### config.mk
export PLATFORM = sky130hd
export DESIGN_NAME = npcl_seq
export DESIGN_NICKNAME = d
export VERILOG_FILES = /design/src/npcl_pkg.sv /design/src/npcl_seq.sv
export SDC_FILE = /design/constraint.sdc
export NUM_CORES = 1
export LEC_CHECK = 0
export ABC_AREA = 1
export CORE_MARGIN = 5
export CORE_UTILIZATION = 60
export CTS_CLUSTER_SIZE = 12
export DETAILED_ROUTE_END_ITERATION = 8
export DONT_BUFFER_PORTS = 1
export GPL_TIMING_DRIVEN = 0
export PLACE_DENSITY = 0.87
export SLEW_MARGIN = 10
export SYNTH_ARGS = -nofsm -noshare
export SYNTH_HDL_FRONTEND = slang
export SYNTH_SLANG_ARGS = --single-unit
### constraint.sdc
create_clock -name clk -period 7.8 [get_ports clk]
set_clock_uncertainty 0.2 [all_clocks]
set_input_delay 1.56 -clock clk [delete_from_list [all_inputs] [get_ports clk]]
set_output_delay 1.56 -clock clk [all_outputs]
set_load 0.01 [all_outputs]
### src/npcl_pkg.sv
`timescale 1ns / 1ps
`default_nettype none
package npcl_pkg;
	localparam int PALETTE_ENTRIES = 255;
	localparam int PAL_AW = 8;
	localparam int GREEN_LEVELS = 256;
	localparam logic [10:0] DIST_START = 11'd1000;
	localparam logic [PAL_AW-1:0] LAST_POS = PAL_AW'(PALETTE_ENTRIES - 1);
	localparam logic [PAL_AW:0] N_POS = (PAL_AW+1)'(PALETTE_ENTRIES);

	typedef enum logic [1:0] {
		OP_LOAD   = 2'd0,
		OP_BUILD  = 2'd1,
		OP_LOOKUP = 2'd2,
		OP_NONE   = 2'd3
	} op_t;

	// one palette entry: colour plus the slot it was loaded into
	typedef struct packed {
		logic [7:0] r;
		logic [7:0] g;
		logic [7:0] b;
		logic [7:0] tag;
	} entry_t;

	// memory access request from the sequencer
	typedef struct packed {
		logic                pal_we;
		logic [PAL_AW-1:0]   pal_waddr;
		entry_t              pal_wdata;
		logic [PAL_AW-1:0]   pal_raddr;
		logic                tab_we;
		logic [7:0]          tab_waddr;
		logic [7:0]          tab_wdata;
		logic [7:0]          tab_raddr;
	} mem_req_t;

	function automatic logic [8:0] absdiff(input logic [7:0] a, input logic [7:0] c);
		return (a < c) ? {1'b0, c - a} : {1'b0, a - c};
	endfunction
endpackage
`default_nettype wire

### src/npcl_seq.sv
`timescale 1ns / 1ps
`default_nettype none
module npcl_seq (
	input  wire logic               clk,
	input  wire logic               arst_n,
	input  wire logic               start,
	output logic                    busy,
	input  wire logic [1:0]         opcode,
	input  wire logic [7:0]         entry_index,
	input  wire logic [7:0]         red,
	input  wire logic [7:0]         green,
	input  wire logic [7:0]         blue,
	output logic                    done,
	output logic [7:0]              palette_index,
	output npcl_pkg::mem_req_t      req,
	input  wire npcl_pkg::entry_t   pal_rdata,
	input  wire logic [7:0]         tab_rdata
);
	import npcl_pkg::*;

	typedef enum logic [11:0] {
		ST_IDLE   = 12'b000000000001,
		ST_SRD    = 12'b000000000010, // read entry i
		ST_SCAN   = 12'b000000000100, // scan k, track min
		ST_SWAPA  = 12'b000000001000, // write min entry to i
		ST_SWAPB  = 12'b000000010000, // write entry i to minpos
		ST_TAB    = 12'b000000100000, // table writes for new green
		ST_TEND   = 12'b000001000000, // tail of table
		ST_LTAB   = 12'b000010000000, // table read
		ST_LPICK  = 12'b000100000000, // choose next position
		ST_LWAIT  = 12'b001000000000, // palette read latency
		ST_LEVAL  = 12'b010000000000,
		ST_OUT    = 12'b100000000000
	} state_t;

	state_t state_q;
	logic [PAL_AW:0] i_q, k_q, minpos_q, start_q, tk_q;
	logic [7:0] minval_q, prev_q;
	entry_t ei_q, emin_q;
	logic [7:0] r_q, g_q, b_q;
	logic [9:0] up_q, down_q; // signed-ish positions, down uses bit 9 as negative
	logic dir_q, cur_up_q;
	logic [10:0] bestd_q;
	logic [7:0] best_q;
	logic last_i;

	assign busy = (state_q != ST_IDLE);
	assign last_i = (i_q == N_POS - 1'b1);

	logic up_ok, dn_ok;
	assign up_ok = (up_q < {1'b0, N_POS});
	assign dn_ok = !down_q[9];

	logic [9:0] dg, dgb, dgbr;
	assign dg   = {1'b0, absdiff(pal_rdata.g, g_q)};
	assign dgb  = dg + {1'b0, absdiff(pal_rdata.b, b_q)};
	assign dgbr = dgb + {1'b0, absdiff(pal_rdata.r, r_q)};
	logic bound_hit;
	always_comb begin
		if (cur_up_q)
			bound_hit = (pal_rdata.g >= g_q) && ({2'b0, pal_rdata.g - g_q} >= bestd_q);
		else
			bound_hit = (g_q >= pal_rdata.g) && ({2'b0, g_q - pal_rdata.g} >= bestd_q);
	end

	always_comb begin
		req = '0;
		unique case (state_q)
			ST_IDLE: begin
				req.pal_we    = start && opcode == OP_LOAD && entry_index < N_POS[7:0]
					&& N_POS > 9'(entry_index);
				req.pal_waddr = entry_index;
				req.pal_wdata = '{r: red, g: green, b: blue, tag: entry_index};
				req.tab_raddr = green;
				req.pal_raddr = '0;
			end
			ST_SRD:   req.pal_raddr = i_q[7:0];
			ST_SCAN:  req.pal_raddr = k_q[7:0];
			ST_SWAPA: begin
				req.pal_we = (minpos_q != i_q);
				req.pal_waddr = i_q[7:0];
				req.pal_wdata = emin_q;
			end
			ST_SWAPB: begin
				req.pal_we = (minpos_q != i_q);
				req.pal_waddr = minpos_q[7:0];
				req.pal_wdata = ei_q;
			end
			ST_TAB: begin
				req.tab_we = 1'b1;
				req.tab_waddr = tk_q[7:0];
				req.tab_wdata = (tk_q[7:0] == prev_q) ? 8'((start_q + i_q) >> 1) : i_q[7:0];
			end
			ST_TEND: begin
				req.tab_we = 1'b1;
				req.tab_waddr = tk_q[7:0];
				req.tab_wdata = (tk_q[7:0] == prev_q) ? 8'((start_q + {1'b0, LAST_POS}) >> 1)
					: LAST_POS;
			end
			ST_LPICK: req.pal_raddr = (dir_q && up_ok) || !dn_ok ? up_q[7:0] : down_q[7:0];
			// hold the address so the entry is still on the read port in eval
			ST_LWAIT: req.pal_raddr = cur_up_q ? up_q[7:0] : down_q[7:0];
			default: ;
		endcase
	end

	always_ff @(posedge clk or negedge arst_n) begin
		if (!arst_n) begin
			state_q <= ST_IDLE;
			done <= 1'b0;
		end else begin
			done <= 1'b0;
			unique case (state_q)
				ST_IDLE: if (start) begin
					r_q <= red; g_q <= green; b_q <= blue;
					if (opcode == OP_BUILD) begin
						i_q <= '0; prev_q <= '0; start_q <= '0;
						state_q <= ST_SRD;
					end else if (opcode == OP_LOOKUP)
						state_q <= ST_LTAB;
				end
				ST_SRD: begin
					k_q <= i_q + 1'b1;
					state_q <= ST_SCAN;
				end
				ST_SCAN: begin
					// data for previous read address arrives now
					if (k_q == i_q + 1'b1) begin
						ei_q <= pal_rdata; emin_q <= pal_rdata;
						minval_q <= pal_rdata.g; minpos_q <= i_q;
					end else if (pal_rdata.g < minval_q) begin
						emin_q <= pal_rdata; minval_q <= pal_rdata.g; minpos_q <= k_q - 1'b1;
					end
					if (k_q == N_POS) state_q <= ST_SWAPA;
					else k_q <= k_q + 1'b1;
				end
				ST_SWAPA: state_q <= ST_SWAPB;
				ST_SWAPB: begin
					if (minval_q != prev_q) begin
						tk_q <= {1'b0, prev_q};
						state_q <= ST_TAB;
					end else if (last_i) begin
						tk_q <= {1'b0, prev_q};
						state_q <= ST_TEND;
					end else begin
						i_q <= i_q + 1'b1;
						state_q <= ST_SRD;
					end
				end
				ST_TAB: begin
					if (tk_q[7:0] + 9'd1 >= {1'b0, minval_q}) begin
						prev_q <= minval_q;
						start_q <= i_q;
						if (last_i) begin
							tk_q <= {1'b0, minval_q};
							state_q <= ST_TEND;
						end else begin
							i_q <= i_q + 1'b1;
							state_q <= ST_SRD;
						end
					end else tk_q <= tk_q + 1'b1;
				end
				ST_TEND: begin
					if (tk_q == 9'd255) state_q <= ST_IDLE;
					else tk_q <= tk_q + 1'b1;
				end
				ST_LTAB: begin
					up_q <= {2'b0, tab_rdata};
					down_q <= {2'b0, tab_rdata} - 10'd1;
					if ({1'b0, tab_rdata} > LAST_POS + 9'd1) begin
						up_q <= {1'b0, N_POS};
						down_q <= {1'b0, N_POS} - 10'd1;
					end
					bestd_q <= DIST_START; best_q <= '0; dir_q <= 1'b1;
					state_q <= ST_LPICK;
				end
				ST_LPICK: begin
					if (!up_ok && !dn_ok) state_q <= ST_OUT;
					else begin
						cur_up_q <= (dir_q && up_ok) || !dn_ok;
						state_q <= ST_LWAIT;
					end
				end
				ST_LWAIT: state_q <= ST_LEVAL;
				ST_LEVAL: begin
					if (cur_up_q) begin
						up_q <= bound_hit ? {1'b0, N_POS} : up_q + 10'd1;
						dir_q <= 1'b0;
					end else begin
						down_q <= bound_hit ? 10'h3FF : down_q - 10'd1;
						dir_q <= 1'b1;
					end
					if (!bound_hit && {1'b0, dgbr} < bestd_q && {1'b0, dgb} < bestd_q) begin
						bestd_q <= {1'b0, dgbr};
						best_q <= pal_rdata.tag;
					end
					state_q <= ST_LPICK;
				end
				ST_OUT: begin
					done <= 1'b1;
					palette_index <= best_q;
					state_q <= ST_IDLE;
				end
				default: state_q <= ST_IDLE;
			endcase
		end
	end
endmodule
`default_nettype wire

* Word level (Yosys, flattened, before mapping)
Cells that the tools add are included.
** Operators by class
- Add/subtract/negate cells :: 18
- Magnitude comparators :: 14
- Eq/ne operators :: 36
- Mux-type cells :: 61
- Bitwise gates (word level) :: 1
- Reduce and logical (&&, ||, !) cells :: 34
** Operators with widths (number)
- 9-bit 2-to-1 mux :: 14
- 41-bit one-hot mux with 3 select lines :: 1
- 12-bit one-hot mux with 10 select lines :: 1
- 8-bit 2-to-1 mux :: 14
- 12-bit 2-to-1 mux :: 7
- 32-bit 2-to-1 mux :: 2
- 9-bit one-hot mux with 3 select lines :: 2
- 8-bit subtractor :: 6
- 10-bit 2-to-1 mux :: 4
- 10-bit one-hot mux with 2 select lines :: 2
- 9-bit one-hot mux with 2 select lines :: 2
- 17-bit one-hot mux with 2 select lines :: 1
- 8-bit < comparator :: 4
- 8-bit one-hot mux with 2 select lines :: 2
- 8-bit one-hot mux with 4 select lines :: 1
- 9-bit by 1-bit adder with 9-bit output (second input constant) :: 3
- 9-bit by 8-bit == test with 1-bit output (second input constant) :: 3
- 3-bit AND reduction :: 8
- 8-bit by 11-bit greater-or-equal comparator with 1-bit output :: 2
- 2-bit != test (second input constant) :: 11
- 11-bit one-hot mux with 2 select lines :: 1
- 8-bit greater-or-equal comparator :: 2
- 5-bit AND reduction :: 3
- 7-bit 2-to-1 mux :: 2
- other kinds (48) :: 66
** Word-level totals
- Register bits after elaboration :: 211
- Input port bits :: 77
- Output and inout port bits :: 84
- Logic and storage cells :: 191

* Depth between registers and ports, before layout
- Depth in word-level cells :: 9
- Depth in mapped cells :: 34
- Depth with buffers taken out :: 34

* Least setup slack after synthesis
No wires, ideal clock.
- Path kind :: input to register
- Start point :: input port pal_rdata[8] in the netlist's numbering
- End point :: register best_q[0] (enable)
- Setup time :: 399 ps
- Data arrival time :: 6541 ps
- Required time :: 7201 ps
- Slack :: 660 ps
- Cell stages on the path :: 34
- Path buffers :: 0
- Path through :: inv_1 > ha_1 > inv_1 > fa_1 > nand3_1 > nand2_1 > a31oi_2 > inv_2 > nand2_1 > nand2_1 > xnor2_1 > inv_1 > ha_1 > a21oi_1 > nand2_1 > a21oi_1 > nor2_1 > nor2_1 > xor2_1 > inv_1 > ha_1 > a21oi_1 > o21ai_0 > a21oi_1 > or2_2 > nand2_1 > ha_1 > nand2_1 > nor2_1 > nand2_1 > nand3_1 > nor2_1 > nand4_1 > a21oi_1
** On the way
- Cells in the longest elaborated chain, start to end :: 9
- Elaborated cells between the ends (all ways) :: 12
- Those cells by class :: 4 x add/sub; 3 x order compare; 1 x eq/ne; 1 x mux; 3 x reduce/logical
** Ends and longest elaborated chain
- start, declared :: line npcl_seq.sv:16 : input wire npcl_pkg::entry_t pal_rdata,
- 8-bit subtractor / 8-bit < comparator (equally long branches) :: line npcl_pkg.sv:39 : return (a < c) ? {1'b0, c - a} : {1'b0, a - c};
- 8-bit 2-to-1 mux (*) :: line npcl_pkg.sv:39
- 8-bit by 8-bit adder with 9-bit output (*) :: line npcl_seq.sv:56 : assign dgb = dg + {1'b0, absdiff(pal_rdata.b, b_q)};
- 9-bit by 8-bit adder with 10-bit output (*) :: line npcl_seq.sv:57 : assign dgbr = dgb + {1'b0, absdiff(pal_rdata.r, r_q)};
- named net dgbr[8] :: line npcl_seq.sv:54 : logic [9:0] dg, dgb, dgbr;
- 10-bit by 11-bit < comparator with 1-bit output (*) :: line npcl_seq.sv:193 : if (!bound_hit && {1'b0, dgbr} < bestd_q && {1'b0, dgb} < bestd_q) begin
- 1-bit logical AND (*) (2 in a row) :: line npcl_seq.sv:193
- 2-bit != test (no source line) (*)
- 3-bit AND reduction (no source line) (*)
- end signal, assigned :: line npcl_seq.sv:195 : best_q <= pal_rdata.tag;
- end, declared :: line npcl_seq.sv:44 : logic [7:0] best_q;
Mark *: on every way through the listed nets, which the timed path passes. The rest lies on a longest branch.
A chain may end at the register's enable or synchronous reset.

* Worst setup path in the final report
- Start point :: input port pal_rdata[8] in the netlist's numbering
- End point :: register bestd_q[2] (enable)
** On the way
- Cells in the longest elaborated chain, start to end :: 9
- Elaborated cells between the ends (all ways) :: 12
- Those cells by class :: 4 x add/sub; 3 x order compare; 1 x eq/ne; 1 x mux; 3 x reduce/logical
** Ends and longest elaborated chain
- 8-bit subtractor / 8-bit < comparator (equally long branches) :: line npcl_pkg.sv:39
- 8-bit 2-to-1 mux (*) :: line npcl_pkg.sv:39
- 8-bit by 8-bit adder with 9-bit output (*) :: line npcl_seq.sv:56
- 9-bit by 8-bit adder with 10-bit output (*) :: line npcl_seq.sv:57
- named net dgbr[8] :: line npcl_seq.sv:54
- 10-bit by 11-bit < comparator with 1-bit output (*) :: line npcl_seq.sv:193
- 1-bit logical AND (*) (2 in a row) :: line npcl_seq.sv:193
- 2-bit != test (no source line) (*)
- 3-bit AND reduction (no source line) (*)
- end signal, assigned :: line npcl_seq.sv:194 : bestd_q <= {1'b0, dgbr};
- end, declared :: line npcl_seq.sv:43 : logic [10:0] bestd_q;
Marked as above.

==> results.py <==
metrics = {
    "status": {
        "status": "complete, no violations",
    },
    "pwr": {
        "ir_drop_uv": 206,
        "powerDensity_nw_per_um2": 298,
        "leakage_nw": 7.62,
        "power_w": 0.00483,
    },
    "worst_setup_path": {
        "timing.rr.start": "b_q[0]$_DFFE_PP_",
        "path_common_cell": "nand2_1",
        "critPathMaxFanout": 11,
        "worstSetupPathType": "primary input to flip-flop",
        "regToRegSetupSlack_ps": 1400,
        "worstPathArrival_ps": 7150,
        "worst_path_max_delay_cell": "a21oi_2",
        "max_stage_delay_ps": 560,
        "reg2regPathDepth": 34,
        "end_kind": "flip-flop",
        "start_kind": "primary input",
        "cp.required_ps": 7840,
        "rr_endpoint": "bestd_q[2]$_SDFFCE_PN0P_",
    },
    "timing": {
        "hold_viol": 0,
        "fin_crit_ps": 7110,
        "setup_viol": 0,
        "maxSlewHeadroom": 0.199,
        "slew_viol_final": 0,
        "tightest_slew_ps": 1200,
        "finalCritPeriodShare": 0.912,
        "holdWs_ps": 222,
        "fmax_ghz": 0.141,
        "timing.final.ws_setup_ps": 690,
        "rsz0062_at_grt": "no",
    },
    "place": {
        "port_buffers": 0,
        "place_congestion": 0.953,
        "dpl.hpwl_mm": 32.4,
        "pre_cts_ws_ps": 197,
        "dpl_cell_area_um2": 15500,
    },
    "route": {
        "routed_via_density": 5.91,
        "remaining_drc_errors": 0,
        "ant_nets": 0,
        "dr_total_vias": 13000,
        "wl_per_cell_um": 19.1,
        "wl_mm": 42.1,
        "first_pass_iters": 5,
        "drtIter0Drc": 1345,
    },
    "final_layout": {
        "fin_util": 0.651,
        "final_area_um2": 16200,
        "nets": 2071,
        "final_common_cell": "nand2_1",
        "area_growth_pct": 7.90,
        "layout-drive-gt1-share": 0.0791,
        "final_cell_mix": "nand2_1 (431), inv_1 (285), edfxtp_1 (189), nor2_1 (141), ha_1 (129)",
        "antenna_cells": 0,
    },
    "logic_synthesis": {
        "yosys_warnings": 0,
        "ys_seq_area_frac": 0.400,
        "netlist.area_leader.share": 0.378,
        "ys_ff_latch": 202,
        "synth_ff_type": "edfxtp_1",
        "ys_async_sr_fraction": 0.0644,
        "synth_cells": 1826,
        "synth_nets": 2041,
        "synth_top_cell_by_area": "edfxtp_1",
        "synth_cell_types": 61,
        "netlist_top_cells_area": "edfxtp_1 (38%), nand2_1 (11%), ha_1 (11%)",
        "syn_area_um2": 15000,
        "synth_edf_count": 189,
        "syn_area_per_cell_um2": 8.23,
    },
    "grt": {
        "grt_pass1_vias": 12600,
        "grt.overflow.total": 0,
        "track_usage": 0.286,
        "grt_max_degree": 33,
        "grt_pass1_wl_mm": 65.5,
        "antenna_found_initial": 1,
    },
    "worst_hold_path": {
        "holdCritStartpoint": "best_q[5]$_SDFFCE_PN0P_",
        "hold_depth": 0,
        "hold_end": "palette_index[5]$_DFFE_PP_",
        "holdCritPathClass": "flip-flop to flip-flop",
    },
    "clock_tree": {
        "post_cts.repair.setup_buffers": 0,
        "holdBufCountCts": 0,
        "clock_latency_ps": 540,
        "ctsRootBufferMaster": "clkbuf_16",
        "cts_resized": 0,
        "ctsLongestPathBuffers": 3,
        "cts_tree": "yes",
        "cts.clk_slew.worst_paths_ps": 60,
        "cts_buffers": 23,
        "htree_levels": 1,
        "clkSinkCount": 202,
    },
    "die": {
        "rows": 58,
        "dieArea_um2": 28300,
        "die_w_um": 168,
        "die_h_um": 168,
        "fp.coreArea_um2": 24900,
        "start_util": 0.603,
        "io_pins": 161,
    },
    "flow_run": {
        "cap_violations": 0,
    },
}
==> synthesized netlist by cell type (22+ instances only) <==
master / instances
nand2_1: 432
inv_1: 286
buf_2: 22
nand3_1: 105
o21ai_0: 68
a21oi_1: 94
nor2_1: 141
edfxtp_1: 189
o211ai_1: 25
ha_1: 129
nand4_1: 29
xor2_1: 71
==> per-layer routing <==
| metal | global-route usage | wire [um] |
|---|---|---|
| met4 | 0.0970 | 1520 |
| met1 | 0.361 | 16200 |
| met2 | 0.494 | 20100 |
| met5 | 0 | 13 |
| met3 | 0.0559 | 4290 |
==> sequential cells by signal (all words and copies together) (netlist names), 9 cells and up <==
name,cells
tk_q,9
i_q,9
k_q,9
down_q,10
ei_q,32
bestd_q,10
minpos_q,9
start_q,9
up_q,10
emin_q,24
state_q,12
==> metrics by stage <==
step | setup TNS (ps) | cells
final | 0 | 2201
after global routing | 0 | 2201
after CTS | 0 | 2201
after detailed placement | 0 | 2161
after global placement | -6620 | 2156
after floorplan | 0 | 1826
==> cells by family (layout without fill, tap and decap cells) <==
family	after synthesis	after routing	share of synthesized area
AOI/OAI and AO/OA	262	262	0.105
DFF	202	202	0.400
adders and majority gates	138	138	0.119
muxes	4	4	0.00300
buffers and inverters	344	389	0.0901
xor gates and xnor gates	87	87	0.0507
and+or+nand+nor	789	789	0.232
==> power by group <==
group | internal (W) | switching, W | total (W) | leakage, nW
sequential | 0.00129 | 0.0000658 | 0.00136 | 1.88
combinational | 0.000824 | 0.00162 | 0.00244 | 5.41
clock | 0.000587 | 0.000447 | 0.00103 | 0.336
==> layout make-up <==
class,count,area (um^2)
inverters,306,1150
clock buffers,32,619
fillers,1995,8680
well taps,330,413
repair buffers,5,61.3
clock inverters,8,73.8
plain buffers,38,205
flip-flops and latches,202,6000
multi-input cells,1280,7690
==> worst max path at each step <==
stage | slack (ps) | start | to
6_report | 690 | pal_rdata[8] | bestd_q[2]$_SDFFCE_PN0P_
2_1_floorplan | 660 | pal_rdata[8] | best_q[0]$_SDFFCE_PN0P_
3_5_place_dp | 200 | pal_rdata[8] | bestd_q[2]$_SDFFCE_PN0P_
3_3_place_gp | -370 | pal_rdata[8] | best_q[3]$_SDFFCE_PN0P_
5_1_grt | 200 | pal_rdata[8] | bestd_q[2]$_SDFFCE_PN0P_
4_1_cts | 730 | pal_rdata[8] | bestd_q[2]$_SDFFCE_PN0P_
==> critical path: cells and delay by family <==
family	cells	cell delay, ps
adder cells (fa/ha/maj)	5	1500
AO/OA/AOI/OAI	8	1600
XOR/XNOR	2	290
AND/OR/NAND/NOR	14	1540
buffers and inverters	6	630
Note: power is estimated with default switching activity, not from simulation.
